[config.mk]
export PLATFORM = sky130hd
export DESIGN_NAME = pulse_capture_trip_meter_unit
export DESIGN_NICKNAME = d
export VERILOG_FILES = /design/src/sv/pctm_pkg.sv /design/src/sv/pctm_cdiv.sv /design/src/sv/pctm_rdiv.sv /design/src/sv/pulse_capture_trip_meter_unit.sv
export SDC_FILE = /design/constraint.sdc
export NUM_CORES = 1
export LEC_CHECK = 0
export BUFFER_PORTS_ARGS = -buffer_cell sky130_fd_sc_hd__buf_2
export CORE_UTILIZATION = 47
export DETAILED_ROUTE_END_ITERATION = 8
export HOLD_SLACK_MARGIN = 0.15
export SLEW_MARGIN = 0
export SYNTH_ARGS = -nofsm -noshare
export SYNTH_HDL_FRONTEND = slang
export SYNTH_SLANG_ARGS = --single-unit
[constraint.sdc]
create_clock -name clk -period 16.9 [get_ports clk]
set_clock_uncertainty 0.05 [all_clocks]
set_input_delay 3.38 -clock clk [delete_from_list [all_inputs] [get_ports clk]]
set_output_delay 3.38 -clock clk [all_outputs]
set_load 0.02 [all_outputs]
[src/sv/pctm_pkg.sv]
// Shared constants, types and field layout for the pulse capture trip meter.
`default_nettype none
package pctm_pkg;

  // Capture timer ticks per microsecond.
  localparam int TICKS_PER_US = 80;

  localparam int CAP_W = 32;
  localparam int US_W  = 26;
  localparam logic [US_W-1:0] US_MAX = {US_W{1'b1}};
  localparam logic [US_W-1:0] RPM_NUMERATOR = US_W'(60000000);

  // Tick-to-microsecond divider: 33-bit dividend, one quotient bit per cycle.
  localparam int CDIV_IN_W  = CAP_W + 1;
  localparam int CDIV_CNT_W = $clog2(CDIV_IN_W + 1);
  localparam int CDIV_REM_W = $clog2(TICKS_PER_US) + 1;
  localparam logic [CDIV_REM_W:0] CDIV_DIVISOR = (CDIV_REM_W + 1)'(TICKS_PER_US);

  // Rpm divider: constant numerator over a 26-bit period.
  localparam int RDIV_CNT_W = $clog2(US_W + 1);

  // Result word layout, lowest field first.
  localparam int OUT_WIDTH_LSB   = 0;
  localparam int OUT_PERIOD_LSB  = OUT_WIDTH_LSB + US_W;
  localparam int OUT_RPM_LSB     = OUT_PERIOD_LSB + US_W;
  localparam int OUT_SPEED_LSB   = OUT_RPM_LSB + US_W;
  localparam int OUT_COUNT_LSB   = OUT_SPEED_LSB + US_W;
  localparam int OUT_STOPPED_BIT = OUT_COUNT_LSB + CAP_W;
  localparam int OUT_BITS        = OUT_STOPPED_BIT + 1;
  localparam int OUT_TDATA_W     = ((OUT_BITS + 7) / 8) * 8;
  localparam int OUT_PAD         = OUT_TDATA_W - OUT_BITS;

  localparam int IN_TDATA_W = 2 * CAP_W;

  typedef enum logic [1:0] {
    CMD_INJ_PULSE     = 2'd0,
    CMD_SPEED_PULSE   = 2'd1,
    CMD_INJ_TIMEOUT   = 2'd2,
    CMD_SPEED_TIMEOUT = 2'd3
  } cmd_t;

  localparam logic REG_INJ_WIDTH_LIMIT    = 1'b0;
  localparam logic REG_SPEED_PERIOD_LIMIT = 1'b1;

  // Handshake between the sequencer and a serial divider.
  typedef struct packed {
    logic start;
  } div_req_t;

  typedef struct packed {
    logic busy;
    logic done;
  } div_rsp_t;

endpackage
`default_nettype wire

[src/sv/pctm_cdiv.sv]
// Bit-serial divider of a tick count by the ticks per microsecond, saturated to 26 bits.
`default_nettype none
module pctm_cdiv (
  input  wire logic                               clk,
  input  wire logic                               rst,
  input  wire pctm_pkg::div_req_t                 req,
  input  wire logic [pctm_pkg::CDIV_IN_W-1:0]     dividend,
  output pctm_pkg::div_rsp_t                      rsp,
  output logic [pctm_pkg::US_W-1:0]               quotient
);

  logic [pctm_pkg::CDIV_IN_W-1:0]  dvd;
  logic [pctm_pkg::CDIV_IN_W-1:0]  quo;
  logic [pctm_pkg::CDIV_REM_W-1:0] rem;
  logic [pctm_pkg::CDIV_CNT_W-1:0] cnt;
  logic                            busy;
  logic                            done;

  logic [pctm_pkg::CDIV_REM_W:0]   trial;
  logic                            qbit;
  logic [pctm_pkg::CDIV_REM_W-1:0] rem_next;

  // Restoring division: shift in one dividend bit, subtract when it fits.
  always_comb begin
    trial = {rem, dvd[pctm_pkg::CDIV_IN_W-1]};
    qbit  = (trial >= pctm_pkg::CDIV_DIVISOR);
    if (qbit) begin
      rem_next = pctm_pkg::CDIV_REM_W'(trial - pctm_pkg::CDIV_DIVISOR);
    end else begin
      rem_next = trial[pctm_pkg::CDIV_REM_W-1:0];
    end
  end

  always_ff @(posedge clk) begin
    if (rst) begin
      busy <= 1'b0;
      done <= 1'b0;
      cnt  <= '0;
    end else begin
      done <= 1'b0;
      if (req.start) begin
        busy <= 1'b1;
        cnt  <= '0;
        dvd  <= dividend;
        rem  <= '0;
      end else if (busy) begin
        dvd <= {dvd[pctm_pkg::CDIV_IN_W-2:0], 1'b0};
        rem <= rem_next;
        quo <= {quo[pctm_pkg::CDIV_IN_W-2:0], qbit};
        cnt <= cnt + 1'b1;
        if (cnt == pctm_pkg::CDIV_CNT_W'(pctm_pkg::CDIV_IN_W - 1)) begin
          busy <= 1'b0;
          done <= 1'b1;
        end
      end
    end
  end

  always_comb begin
    rsp.busy = busy;
    rsp.done = done;
    if (quo[pctm_pkg::CDIV_IN_W-1:pctm_pkg::US_W] != '0) begin
      quotient = pctm_pkg::US_MAX;
    end else begin
      quotient = quo[pctm_pkg::US_W-1:0];
    end
  end

endmodule
`default_nettype wire

[src/sv/pctm_rdiv.sv]
// Bit-serial divider of the rpm numerator by the injector period in microseconds.
`default_nettype none
module pctm_rdiv (
  input  wire logic                          clk,
  input  wire logic                          rst,
  input  wire pctm_pkg::div_req_t            req,
  input  wire logic [pctm_pkg::US_W-1:0]     divisor,
  output pctm_pkg::div_rsp_t                 rsp,
  output logic [pctm_pkg::US_W-1:0]          quotient
);

  logic [pctm_pkg::US_W-1:0]       num;
  logic [pctm_pkg::US_W-1:0]       dsr;
  logic [pctm_pkg::US_W-1:0]       rem;
  logic [pctm_pkg::US_W-1:0]       quo;
  logic [pctm_pkg::RDIV_CNT_W-1:0] cnt;
  logic                            busy;
  logic                            done;

  logic [pctm_pkg::US_W:0]         trial;
  logic                            qbit;
  logic [pctm_pkg::US_W-1:0]       rem_next;

  always_comb begin
    trial = {rem, num[pctm_pkg::US_W-1]};
    qbit  = (trial >= {1'b0, dsr});
    if (qbit) begin
      rem_next = pctm_pkg::US_W'(trial - {1'b0, dsr});
    end else begin
      rem_next = trial[pctm_pkg::US_W-1:0];
    end
  end

  always_ff @(posedge clk) begin
    if (rst) begin
      busy <= 1'b0;
      done <= 1'b0;
      cnt  <= '0;
    end else begin
      done <= 1'b0;
      if (req.start) begin
        busy <= 1'b1;
        cnt  <= '0;
        num  <= pctm_pkg::RPM_NUMERATOR;
        dsr  <= divisor;
        rem  <= '0;
      end else if (busy) begin
        num <= {num[pctm_pkg::US_W-2:0], 1'b0};
        rem <= rem_next;
        quo <= {quo[pctm_pkg::US_W-2:0], qbit};
        cnt <= cnt + 1'b1;
        if (cnt == pctm_pkg::RDIV_CNT_W'(pctm_pkg::US_W - 1)) begin
          busy <= 1'b0;
          done <= 1'b1;
        end
      end
    end
  end

  assign rsp.busy = busy;
  assign rsp.done = done;
  assign quotient = quo;

endmodule
`default_nettype wire

[src/sv/pulse_capture_trip_meter_unit.sv]
// Top level: event sequencer, measurement state and result register of the trip meter.
// Timeouts and unarmed or stopped pulses go from ST_CALC straight to ST_OUT; a pulse over
// its limit passes ST_CHECK; a speed period or an injector pulse with a zero period ends
// after the tick division; an injector pulse runs two 33-step tick dividers in parallel,
// then the 26-step rpm divider. The result load waits while an earlier result is stalled.
// Events are handled one at a time; the next word can be taken in the cycle after the
// result word is loaded, even while that result still waits.
// Synchronous reset clears all measurements, disarms the injector channel, sets the
// stopped flag and loads both limits with all ones.
`default_nettype none
module pulse_capture_trip_meter_unit (
  input  wire logic                                clk,
  input  wire logic                                rst,
  input  wire logic                                s_tvalid,
  output logic                                     s_tready,
  // first_capture[31:0], second_capture[63:32]
  input  wire logic [pctm_pkg::IN_TDATA_W-1:0]     s_tdata,
  // cmd[1:0]
  input  wire logic [1:0]                          s_tuser,
  output logic                                     m_tvalid,
  input  wire logic                                m_tready,
  // inj_width_us[25:0], inj_period_us[51:26], engine_rpm[77:52],
  // speed_period_us[103:78], speed_pulse_total[135:104], vehicle_stopped[136], zeros above
  output logic [pctm_pkg::OUT_TDATA_W-1:0]         m_tdata,
  input  wire logic                                cfg_we,
  input  wire logic                                cfg_index,
  input  wire logic [pctm_pkg::CAP_W-1:0]          cfg_data
);

  typedef enum logic [5:0] {
    ST_IDLE  = 6'b000001,
    ST_CALC  = 6'b000010,
    ST_CHECK = 6'b000100,
    ST_DIV   = 6'b001000,
    ST_RPM   = 6'b010000,
    ST_OUT   = 6'b100000
  } state_t;

  state_t state;

  logic [pctm_pkg::CAP_W-1:0] inj_limit;
  logic [pctm_pkg::CAP_W-1:0] speed_limit;

  pctm_pkg::cmd_t             cmd;
  logic [pctm_pkg::CAP_W-1:0] first_cap;
  logic [pctm_pkg::CAP_W-1:0] second_cap;
  logic [pctm_pkg::CAP_W-1:0] diff;
  logic [pctm_pkg::CAP_W-1:0] per;

  logic [pctm_pkg::CAP_W-1:0] inj_last_open;
  logic                       inj_armed;
  logic [pctm_pkg::US_W-1:0]  inj_width;
  logic [pctm_pkg::US_W-1:0]  inj_period;
  logic [pctm_pkg::US_W-1:0]  rpm;
  logic [pctm_pkg::US_W-1:0]  speed_period;
  logic [pctm_pkg::CAP_W-1:0] speed_count;
  logic                       stopped;

  pctm_pkg::div_req_t         div_a_req;
  pctm_pkg::div_req_t         div_b_req;
  pctm_pkg::div_req_t         rdiv_req;
  pctm_pkg::div_rsp_t         div_a_rsp;
  pctm_pkg::div_rsp_t         div_b_rsp;
  pctm_pkg::div_rsp_t         rdiv_rsp;
  logic [pctm_pkg::CDIV_IN_W-1:0] div_a_in;
  logic [pctm_pkg::CDIV_IN_W-1:0] div_b_in;
  logic [pctm_pkg::US_W-1:0]  div_a_q;
  logic [pctm_pkg::US_W-1:0]  div_b_q;
  logic [pctm_pkg::US_W-1:0]  rdiv_q;

  logic [pctm_pkg::CDIV_IN_W-1:0] dbl;
  logic                           inj_ok;
  logic                           speed_ok;

  assign s_tready = (state == ST_IDLE);
  assign dbl      = {diff, 1'b0};
  assign inj_ok   = (diff <= inj_limit);
  assign speed_ok = (dbl < {1'b0, speed_limit});

  // Both tick dividers start together; the speed period uses only the first one.
  always_comb begin
    div_a_req.start = 1'b0;
    div_b_req.start = 1'b0;
    rdiv_req.start  = 1'b0;
    div_a_in        = {1'b0, diff};
    div_b_in        = {1'b0, per};
    if (state == ST_CHECK) begin
      if (cmd == pctm_pkg::CMD_INJ_PULSE) begin
        div_a_req.start = inj_ok;
        div_b_req.start = inj_ok;
      end else begin
        div_a_in        = dbl;
        div_a_req.start = speed_ok;
      end
    end
    if (state == ST_DIV && div_a_rsp.done && cmd == pctm_pkg::CMD_INJ_PULSE &&
        div_b_q != '0) begin
      rdiv_req.start = 1'b1;
    end
  end

  pctm_cdiv u_div_a (
    .clk      (clk),
    .rst      (rst),
    .req      (div_a_req),
    .dividend (div_a_in),
    .rsp      (div_a_rsp),
    .quotient (div_a_q)
  );

  pctm_cdiv u_div_b (
    .clk      (clk),
    .rst      (rst),
    .req      (div_b_req),
    .dividend (div_b_in),
    .rsp      (div_b_rsp),
    .quotient (div_b_q)
  );

  pctm_rdiv u_rdiv (
    .clk      (clk),
    .rst      (rst),
    .req      (rdiv_req),
    .divisor  (div_b_q),
    .rsp      (rdiv_rsp),
    .quotient (rdiv_q)
  );

  always_ff @(posedge clk) begin
    if (rst) begin
      inj_limit   <= '1;
      speed_limit <= '1;
    end else if (cfg_we) begin
      case (cfg_index)
        pctm_pkg::REG_INJ_WIDTH_LIMIT:    inj_limit   <= cfg_data;
        pctm_pkg::REG_SPEED_PERIOD_LIMIT: speed_limit <= cfg_data;
        default: ;
      endcase
    end
  end

  always_ff @(posedge clk) begin
    if (rst) begin
      state         <= ST_IDLE;
      m_tvalid      <= 1'b0;
      inj_last_open <= '0;
      inj_armed     <= 1'b0;
      inj_width     <= '0;
      inj_period    <= '0;
      rpm           <= '0;
      speed_period  <= '0;
      speed_count   <= '0;
      stopped       <= 1'b1;
    end else begin
      // The result load in ST_OUT takes over the valid flag in its own cycle.
      if (m_tvalid && m_tready && state != ST_OUT) begin
        m_tvalid <= 1'b0;
      end
      case (state)
        ST_IDLE: begin
          if (s_tvalid) begin
            cmd        <= pctm_pkg::cmd_t'(s_tuser);
            first_cap  <= s_tdata[pctm_pkg::CAP_W-1:0];
            second_cap <= s_tdata[pctm_pkg::IN_TDATA_W-1:pctm_pkg::CAP_W];
            state      <= ST_CALC;
          end
        end
        ST_CALC: begin
          diff  <= second_cap - first_cap;
          per   <= first_cap - inj_last_open;
          state <= ST_OUT;
          case (cmd)
            pctm_pkg::CMD_INJ_PULSE: begin
              inj_last_open <= first_cap;
              inj_armed     <= 1'b1;
              if (inj_armed) begin
                state <= ST_CHECK;
              end
            end
            pctm_pkg::CMD_SPEED_PULSE: begin
              speed_count <= speed_count + 1'b1;
              if (stopped) begin
                stopped <= 1'b0;
              end else begin
                state <= ST_CHECK;
              end
            end
            pctm_pkg::CMD_INJ_TIMEOUT: begin
              inj_width     <= '0;
              inj_period    <= '0;
              rpm           <= '0;
              inj_last_open <= '0;
              inj_armed     <= 1'b0;
            end
            pctm_pkg::CMD_SPEED_TIMEOUT: begin
              speed_period <= '0;
              stopped      <= 1'b1;
            end
            default: ;
          endcase
        end
        ST_CHECK: begin
          if ((cmd == pctm_pkg::CMD_INJ_PULSE) ? inj_ok : speed_ok) begin
            state <= ST_DIV;
          end else begin
            state <= ST_OUT;
          end
        end
        ST_DIV: begin
          if (div_a_rsp.done) begin
            if (cmd == pctm_pkg::CMD_INJ_PULSE) begin
              inj_width  <= div_a_q;
              inj_period <= div_b_q;
              if (div_b_q != '0) begin
                state <= ST_RPM;
              end else begin
                rpm   <= '0;
                state <= ST_OUT;
              end
            end else begin
              speed_period <= div_a_q;
              state        <= ST_OUT;
            end
          end
        end
        ST_RPM: begin
          if (rdiv_rsp.done) begin
            rpm   <= rdiv_q;
            state <= ST_OUT;
          end
        end
        ST_OUT: begin
          if (!m_tvalid || m_tready) begin
            m_tvalid <= 1'b1;
            m_tdata  <= {{pctm_pkg::OUT_PAD{1'b0}}, stopped, speed_count, speed_period,
                         rpm, inj_period, inj_width};
            state    <= ST_IDLE;
          end
        end
        default: state <= ST_IDLE;
      endcase
    end
  end

endmodule
`default_nettype wire

=== Word-level counts from Yosys, hierarchy flattened ===
Cells that the tools add are included.

* Bits in read-only memories: 0
* Memories: 0
* Logic and storage cells: 186
* Bits in latches: 0
* Bits of input ports: 104
* Bits in registers: 774
* Output and inout port bits: 146
* Memory bits (writable): 0

* Div/mod/pow operators: 0
* $add $sub $neg: 9
* Eq/ne operators: 22
* Order comparisons: 5
* Multiply operators: 0
* Bitwise gates (word level): 7
* Muxes and demuxes: 64
* Reduce and logical (&&, ||, !) cells: 42
* Shift-type cells: 0

{| class="wikitable"
|+ Operators by type and width
! kind !! count
|-
| 26-bit 2-to-1 mux || 17
|-
| 33-bit 2-to-1 mux || 5
|-
| 26-bit one-hot mux with 2 select lines || 3
|-
| 26-bit one-hot mux with 3 select lines || 1
|-
| 32-bit one-hot mux with 2 select lines || 1
|-
| 32-bit subtractor || 2
|-
| 6-bit 2-to-1 mux || 9
|-
| 6-bit one-hot mux with 6 select lines || 1
|-
| 33-bit by 32-bit < comparator with 1-bit output || 1
|-
| 32-bit by 1-bit adder with 32-bit output (second input constant) || 1
|-
| 32-bit less-or-equal comparator || 1
|-
| 32-bit 2-to-1 mux || 1
|-
| 8-bit 2-to-1 mux || 4
|-
| 27-bit by 26-bit greater-or-equal comparator with 1-bit output || 1
|-
| 26-bit nonzero test || 1
|-
| 26-bit subtractor || 1
|-
| 2-bit AND reduction || 10
|-
| 1-bit 2-to-1 mux || 19
|-
| 6-bit equality test (second input constant) || 3
|-
| 9-bit by 7-bit greater-or-equal comparator with 1-bit output (second input constant) || 2
|-
| 8-bit by 7-bit subtractor with 8-bit output (second input constant) || 2
|-
| 3-bit AND reduction || 5
|-
| 7-bit nonzero test || 2
|-
| 6-bit by 1-bit adder with 6-bit output (second input constant) || 2
|-
| other kinds (25) || 54
|}

=== Longest topological paths before layout ===
Gate-level depths: netlist of run 1.

* Depth in word-level cells: 7
* Depth in mapped cells: 12
* Depth with buffers taken out: 12

=== By module ===
A second synthesis of run 1 with hierarchy kept.

* Cells, all modules: 2959
* Area total of the unflattened synthesis: 34249.1 sq um

{| class="wikitable"
|+ Modules (own cells, without submodules)
! module !! times used !! seq. area each (sq um) !! cells each !! area an instance (sq um)
|-
| pulse_capture_trip_meter_unit || 1 || 12842.3 || 2094 || 22273.9
|-
| pctm_cdiv || 2 || 2382.3 || 214 || 3370.7
|-
| pctm_rdiv || 1 || 3022.9 || 437 || 5233.8
|}

=== Least setup slack after synthesis of run 1 ===
No wires, ideal clock.

* Kind: in2reg
* Start point: in rst
* End point: reg m_tdata[0] in the netlist's numbering (enable)
* Arrival: 13.759 ns
* Stages: 3
* Slack: 2.261 ns
* Path buffers: 2
* Required time: 16.021 ns
* Cell sequence: clkbuf_1 > clkbuf_1 > nor3b_1

* Word-level cells in the longest chain between the ends: 2

{| class="wikitable"
|+ Ends and longest elaborated chain
! element !! line !! source
|-
| start, declared || pulse_capture_trip_meter_unit.sv:13 || <nowiki>input wire logic rst,</nowiki>
|-
| 1-bit inverter (no source line) || - ||
|-
| 3-bit AND reduction (no source line) || - ||
|-
| end signal, assigned || pulse_capture_trip_meter_unit.sv:235 || <nowiki>m_tdata <= {{pctm_pkg::OUT_PAD{1'b0}}, stopped, speed_count, speed_period,</nowiki>
|-
| end, declared || pulse_capture_trip_meter_unit.sv:24 || <nowiki>output logic [pctm_pkg::OUT_TDATA_W-1:0] m_tdata,</nowiki>
|}

Every way passes these cells.
A chain may end at the register's enable or synchronous reset.

=== Final worst setup path of run 1 ===
* Start point: in rst
* End point: reg state[3]

{| class="wikitable"
|+ RTL lines
! element !! line !! source
|-
| end signal, assigned || pulse_capture_trip_meter_unit.sv:144 || <nowiki>state <= ST_IDLE;</nowiki>
|-
| end signal, assigned || pulse_capture_trip_meter_unit.sv:165 || <nowiki>state <= ST_CALC;</nowiki>
|-
| end signal, assigned || pulse_capture_trip_meter_unit.sv:171 || <nowiki>state <= ST_OUT;</nowiki>
|-
| end, declared || pulse_capture_trip_meter_unit.sv:39 || <nowiki>state_t state;</nowiki>
|}

No word-level cell between the ends.

==> results of run 1 <==
[worst max-delay path, cell delays in order]
cell and delay, ns:
clkbuf_8 0.42, buf_4 0.78, buf_4 1.04, o21ba_2 0.27
[stage by stage]
step	instances	hold WS (ns)	total power (W)	setup slack, ns	utilization [%]
CTS	4113	0.3798	0.004155	11.39	54.46
detailed placement	3955	0.3641	0.002274	10.71	50.44
global placement	3955	0.3599	0.002267	10.77	50.44
global route	4113	0.3919	0.004254	11.16	54.46
finish	4114	0.3781	0.004109	11.35	54.46
floorplan	2862	0.3519	0.002213	2.261	-
[worst min path at each step]
stage / start / endpoint / slack (ns) / cells past startpoint
floorplan: rpm[0] / m_tdata[52] / 0.35 / 0
global placement: rpm[22] / m_tdata[74] / 0.36 / 0
detailed placement: inj_width[3] / m_tdata[3] / 0.36 / 0
CTS: rpm[9] / m_tdata[61] / 0.38 / 0
global route: inj_width[3] / m_tdata[3] / 0.39 / 0
finish: inj_period[4] / m_tdata[30] / 0.38 / 0
[sequential cells by signal (all words and copies together) (netlist names), 33 cells and up]
register,flops
u_div_a.quo,33
u_div_a.dvd,33
m_tdata,137
u_div_b.quo,33
u_div_b.dvd,33
[synthesized netlist by cell type, types with 5 or more instances]
| master | number |
|---|---|
| xnor2_1 | 74 |
| and2_1 | 17 |
| buf_4 | 14 |
| edfxtp_1 | 511 |
| a211oi_1 | 13 |
| nand2b_1 | 22 |
| inv_1 | 196 |
| a21o_1 | 57 |
| a211o_1 | 68 |
| nor3_1 | 29 |
| o21ai_0 | 107 |
| or2_2 | 35 |
| o211ai_1 | 8 |
| a2111oi_0 | 5 |
| ha_1 | 162 |
| nor3b_1 | 5 |
| nor4_1 | 14 |
| a31oi_1 | 11 |
| nor2b_1 | 25 |
| a22oi_1 | 33 |
| nor4b_1 | 5 |
| xor2_1 | 43 |
| and3_1 | 53 |
| clkbuf_1 | 78 |
| mux2i_1 | 20 |
| a21oi_1 | 212 |
| o21a_1 | 36 |
| nand4_1 | 34 |
| nand2_1 | 101 |
| mux2_2 | 93 |
| buf_1 | 6 |
| o21bai_1 | 11 |
| dfxtp_1 | 263 |
| buf_2 | 20 |
| nand3_1 | 71 |
| nand3b_1 | 7 |
| nor2_1 | 304 |
| or3_1 | 13 |
[logic make-up after synthesis]
| group | count (synthesis) |
|---|---|
| flip-flops | 774 |
| AND/OR/NAND/NOR | 761 |
| XOR/XNOR | 117 |
| other | 1 |
| adder cells (fa/ha/maj) | 165 |
| AO/OA/AOI/OAI | 607 |
| buffers and inverters | 318 |
| multiplexers | 113 |
[area by class of cell]
cell class | count | area, um^2 | area share [%]
Antenna cell | 1 | 2.502 | 0.006427
Clock buffer | 115 | 2386 | 6.128
Clock inverter | 43 | 485.5 | 1.247
Timing Repair Buffer | 265 | 1393 | 3.577
Multi-Input combinational cell | 1770 | 12130 | 31.17
Inverter | 196 | 735.7 | 1.890
Sequential cell | 774 | 20610 | 52.93
Tap cell | 950 | 1189 | 3.053
[layer usage]
| metal | vias to the layer above | part of all wire, % | GRT usage (%) |
|---|---|---|---|
| li1 | 10800 | - | - |
| met1 | 10620 | 44 | 25.80 |
| met3 | 126 | 4.0 | 3.106 |
| met5 | - | 0 | 0 |
| met4 | 0 | 2.7 | 6.378 |
| met2 | 444 | 49 | 33.71 |
[cells in the final DEF (no fill, tap or decap), drive strengths merged, types with 11 or more instances in the layout]
cell type  instances
nor2             308
and3              55
nor3              29
nand2            101
inv              202
edfxtp           511
a21o              57
or2               37
nand2b            22
a211o             68
clkbuf           116
buf              264
and2              18
nand4             37
or3               14
a22oi             33
nor4              15
dfxtp            263
o21a              36
o21bai            11
nand3             71
nor2b             25
a211oi            13
clkinv            26
a31oi             12
xor2              43
xnor2             74
mux2i             20
mux2              93
o21ai            108
ha               162
a21oi            215
[power breakdown]
group / internal [W] / leakage, nW / switching (W)
clock network: 0.00111 / 1.41 / 0.000766
logic: 0.0000772 / 6.96 / 0.000114
registers: 0.00203 / 6.77 / 0.0000141
total: 0.00322 / 15.1 / 0.000894
==> results.md, run 1 <==
* Hold_buf cts at 0
* Critical path class: primary input to flop
* #FFs+latches synth at 774
* Crit path launch type: primary input
* Post-layout nets at 3360
* Fin area at 38930 um^2
* Clock transition at path regs at 0.06 ns
* IO Pins at 250
* Post-Synth XOR/XNOR Area at 3.021%
* Post-CTS Resized at 0
* Fillers at 6036
* Setup crit end kind: flop
* Worst Setup EP: state[3]
* Clock tree from TritonCTS: built
* Max Slew Vio Count at 0
* Pin count of the biggest net entering global routing at 113
* Clock sinks at 774
* Post-layout minimum cycle time at 5.554 ns
* Placed Instance Area at 36060 um^2
* Crit path launch: rst
* Worst Tran Pin Value at 1.251 ns
* Max Buffers Root-to-Sink at 3
* Setup_tns at 0 ns
* Post-synthesis cell count at 2856
* GRT overflow at 0
* Setup violators final at 0
* Reg2Reg Depth at 12
* Leading area contributor after synthesis: edfxtp_1
* Reg2reg start: diff[6]
* Std-Cell Rows at 98
* First-pass GRT wire length at 116600 um
* Antenna violations before repair at 3
* Maxcap violations at 0
* Post-synthesis compound-gate area fraction at 11.47%
* Required @ worst endpoint at 17.37 ns
* YS warnings at 0
* Pwr Density at 105.5 nW/um^2
* Worst EP arrival at 6.03 ns
* Synth Area in Adders at 6.152%
* Max VDD drop at 0.1023 mV
* Unique masters post-synth at 83
* CTS Buf Count at 84
* Initial Util at 47.45%
* Vias in the first global route at 21920
* Initial DRC count at 1449
* Period utilisation layout at 32.87%
* Flop2flop setup slack at 12.65 ns
* Largest cells by area after synthesis: edfxtp_1 45%, dfxtp_1 16%, ha_1 6.0%
* Final GP Congestion at 0.8588
* Pre-antenna DRT Iters at 5
* Fraction of layout cells with a size suffix above 1 at 17.96%
* GRT Overall Usage at 19.81%
* Die width at 270.7 um
* Max-Slew Margin vs Limit at 16.50%
* Die height at 270.7 um
* Asr flop ratio synth at 0%
* Clock latency on the worst-skew pair at 0.63 ns
* Area fraction of the dominant cell type after synthesis at 45.23%
* DR vias/cell at 5.344
* Synth Area in Simple Gates at 11.10%
* Fmax at 180.0 MHz
* Post-DRT Antenna Nets at 0
* Status: finished, final reports clean
* Post-synthesis mux area share at 3.677%
* Routed len/inst at 17.80 um
* Die ar. at 73250 um^2
* CTS Root Cell: clkbuf_16
* RSZ-0062 raised after global routing: no
* Hold Fails Final Rpt at 0
* Mean area per synthesized cell at 11.88 um^2
* DP HPWL at 51010 um
* Number of enable flip-flop cells after synthesis at 511
* DRC at 0
* Synthesis-to-layout area growth at 14.78%
* CP Max Fanout at 112
* Worst R2R End: u_div_a.dvd[12]
* Worst hold-check path type: flop to flop
* Port buffer count at 242
* Post-synthesis sequential area ratio at 60.76%
* H-Tree Depth at 3
* Vias at 21980
* Ys flop type: edfxtp_1
* Leak Pwr at 15.14 nW
* Post-CTS Setup Bufs at 0
* Routed WL at 73230 um
* Cell Area, Synth at 33920 um^2
* Main combinational cell family by area after synthesis: compound AO/OA/AOI/OAI gates
* Core Region at 71490 um^2
Note: power is estimated with default switching activity, not from simulation.
==> inputs of run 2 (changes only) <==
- PLACE_DENSITY: not set -> 0.67
- clock period: 16.9 -> 4.9 ns (I/O delays scaled with it)
==> run 2 against run 1 <==
  * Global-route usage rose by 0.41 points
  * Worst setup slack worse by 10 ns
  * First-iteration DRC count is 1.8% higher
==> results.md, run 2 (synthesis results as in run 1) <==
* Status: finished, final reports clean
* CP max stage cell: o311ai_0
* Cell Chain, Critical Path: ha_1, a211o_1, o21ai_0, a21oi_1, o31a_1, o311ai_0, a31oi_1, o211a_2, nor2_4, o21a_1, buf_4
* Final setup margin at 0.9637 ns (-10.38 ns)
* Placed cell count at 3962 (+0.18%)
* Crit path launch: diff[6]
* Leak Pwr at 15.18 nW (+0.29%)
* Maxcap violations at 0 (unchanged)
* Fmax at 254.0 MHz
* Reg2reg start: diff[6]
* Initial DRC count at 1475 (+1.8%)
* Die ar. at 73250 um^2 (unchanged)
* Post-CTS Setup Bufs at 0 (unchanged)
* DR vias/cell at 5.425 (+1.5%)
* CP Max Fanout at 32 (-71%)
* H-Tree Depth at 3 (unchanged)
* Max VDD drop at 0.3415 mV (+230%)
* Max Buffers Root-to-Sink at 3 (unchanged)
* GRT Overall Usage at 20.21% (+0.41 points)
* Clock latency on the worst-skew pair at 0.63 ns (about the same)
* CTS Buf Count at 82 (-2.4%)
* Fillers at 5942 (-1.6%)
* Die height at 270.7 um (unchanged)
* Clock transition at path regs at 0.06 ns (about the same)
* First-pass GRT wire length at 118700 um (+1.8%)
* Crit path max-delay family: compound AO/OA/AOI/OAI gates
* Hold_ws at 0.3755 ns (-0.002539 ns)
* WP depth at 11 (+7)
* Max-Slew Margin vs Limit at 16.70% (+0.20 points)
* Worst R2R End: u_div_a.dvd[19]
* Synthesis-to-layout area growth at 15.10%
* Post-DRT Antenna Nets at 0 (unchanged)
* Core Region at 71490 um^2 (unchanged)
* Hold Fails Final Rpt at 0 (unchanged)
* Fraction of layout cells with a size suffix above 1 at 18.04% (+0.083 points)
* Worst hold-check path type: flop to flop
* Worst Tran Pin Value at 1.249 ns (-0.001626 ns)
* Fin cells at 4115 (+0.024%)
* Routed WL at 74840 um (+2.2%)
* Worst EP arrival at 4.16 ns (-1.87 ns)
* Max Slew Vio Count at 0 (unchanged)
* Flop2flop setup slack at 0.96 ns (-11.69 ns)
* Clock tree from TritonCTS: built
* Antenna violations before repair at 2 (-1)
* Post-layout minimum cycle time at 3.936 ns
* Worst Setup EP: u_div_a.dvd[19]
* Initial Util at 47.45% (unchanged)
* Pre-antenna DRT Iters at 6 (+1)
* Top reg by flops: m_tdata
* Die width at 270.7 um (unchanged)
* Commonest cells after routing, fill and taps aside: 511 x edfxtp_1, 298 x nor2_1, 263 x dfxtp_1, 241 x buf_2, 210 x a21oi_1
* IO Pins at 250 (unchanged)
* Period utilisation layout at 80.33%
* Routed len/inst at 18.19 um (+2.2%)
* Port buffer count at 242 (unchanged)
* Reg2Reg Depth at 11 (-1)
* Pin count of the biggest net entering global routing at 99 (-12%)
* DRC at 0 (unchanged)
* Hold_buf cts at 0 (unchanged)
* Critical path class: flop to flop
* Pwr Density at 365.0 nW/um^2 (+250%)
* Vias in the first global route at 22200 (+1.3%)
* Post-CTS Resized at 0 (unchanged)
* RSZ-0062 raised after global routing: no
* CTS Root Cell: clkbuf_16
* Max reg flops at 137 (unchanged)
* Commonest non-fill, non-tap cell in the layout: edfxtp_1
* GRT overflow at 0 (unchanged)
* Post-layout nets at 3365 (+0.15%)
* Clock sinks at 774 (unchanged)
* Required @ worst endpoint at 5.13 ns (-12.24 ns)
* Crit path launch type: flop
* DP HPWL at 52140 um (+2.2%)
* Std-Cell Rows at 98 (unchanged)
* Max stage delay on crit path at 0.63 ns (-0.41 ns)
* Setup violators final at 0 (unchanged)
* Final core utilization at 54.62% (+0.15 points)
* Inserted Diodes at 0 (-1)
* Final GP Congestion at 0.8971 (+4.5%)
* Vias at 22330 (+1.6%)
* Buf+Inv Stages, Crit Path at 1 (-2)
* Setup crit end kind: flop
* DP Worst Slack at 1.056 ns (-9.656 ns)
## run 2: metrics by stage
step                power, W  TNS, ns  instance area (um^2)
global placement    0.007829        0                 36140
CTS                  0.01440        0                 39040
finish               0.01425        0                 39040
floorplan           0.007636   -44.89                 33990
detailed placement  0.007853        0                 36140
global route         0.01471        0                 39040
## run 2: how the worst min path moves through the flow
stage | start | end | slack [ns] | cells after the start
floorplan | rpm[0] | m_tdata[52] | 0.35 | 0
global placement | rpm[0] | m_tdata[52] | 0.36 | 0
detailed placement | rpm[20] | m_tdata[72] | 0.36 | 0
CTS | rpm[22] | m_tdata[74] | 0.38 | 0
global route | rpm[21] | m_tdata[73] | 0.38 | 0
finish | rpm[22] | m_tdata[74] | 0.38 | 0
## run 2: per-layer routing
metal	track usage, %	part of all wire [%]	vias up
li1	-	-	10790
met1	26.76	44	10870
met2	33.81	48	525
met3	2.947	4.6	142
met4	7.122	3.0	0
met5	0	0	-
## run 2: layout make-up
class / instances / area [um^2] / share of cell area (%)
Clock buffer: 106 / 2296 / 5.880
Sequential cell: 774 / 20610 / 52.78
Multi-Input combinational cell: 1770 / 12150 / 31.11
Clock inverter: 47 / 611.8 / 1.567
Timing Repair Buffer: 272 / 1458 / 3.733
Inverter: 196 / 735.7 / 1.884
Tap cell: 950 / 1189 / 3.044
## run 2: worst reg2reg max path, stage by stage, from the launching register on
cell and delay [ns]:
edfxtp_1 0.45, ha_1 0.32, a211o_1 0.33, o21ai_0 0.17
a21oi_1 0.08, o31a_1 0.11, o311ai_0 0.63, a31oi_1 0.16
o211a_2 0.32, nor2_4 0.10, o21a_1 0.39, buf_4 0.47
## run 2: where the power goes
group	total (W)	internal [W]	leakage, nW	switching, W
sequential	0.00705	0.00700	6.77	0.0000551
clock	0.00653	0.00392	1.41	0.00261
combinational	0.000667	0.000268	7.00	0.000399
total	0.0143	0.0112	15.2	0.00306
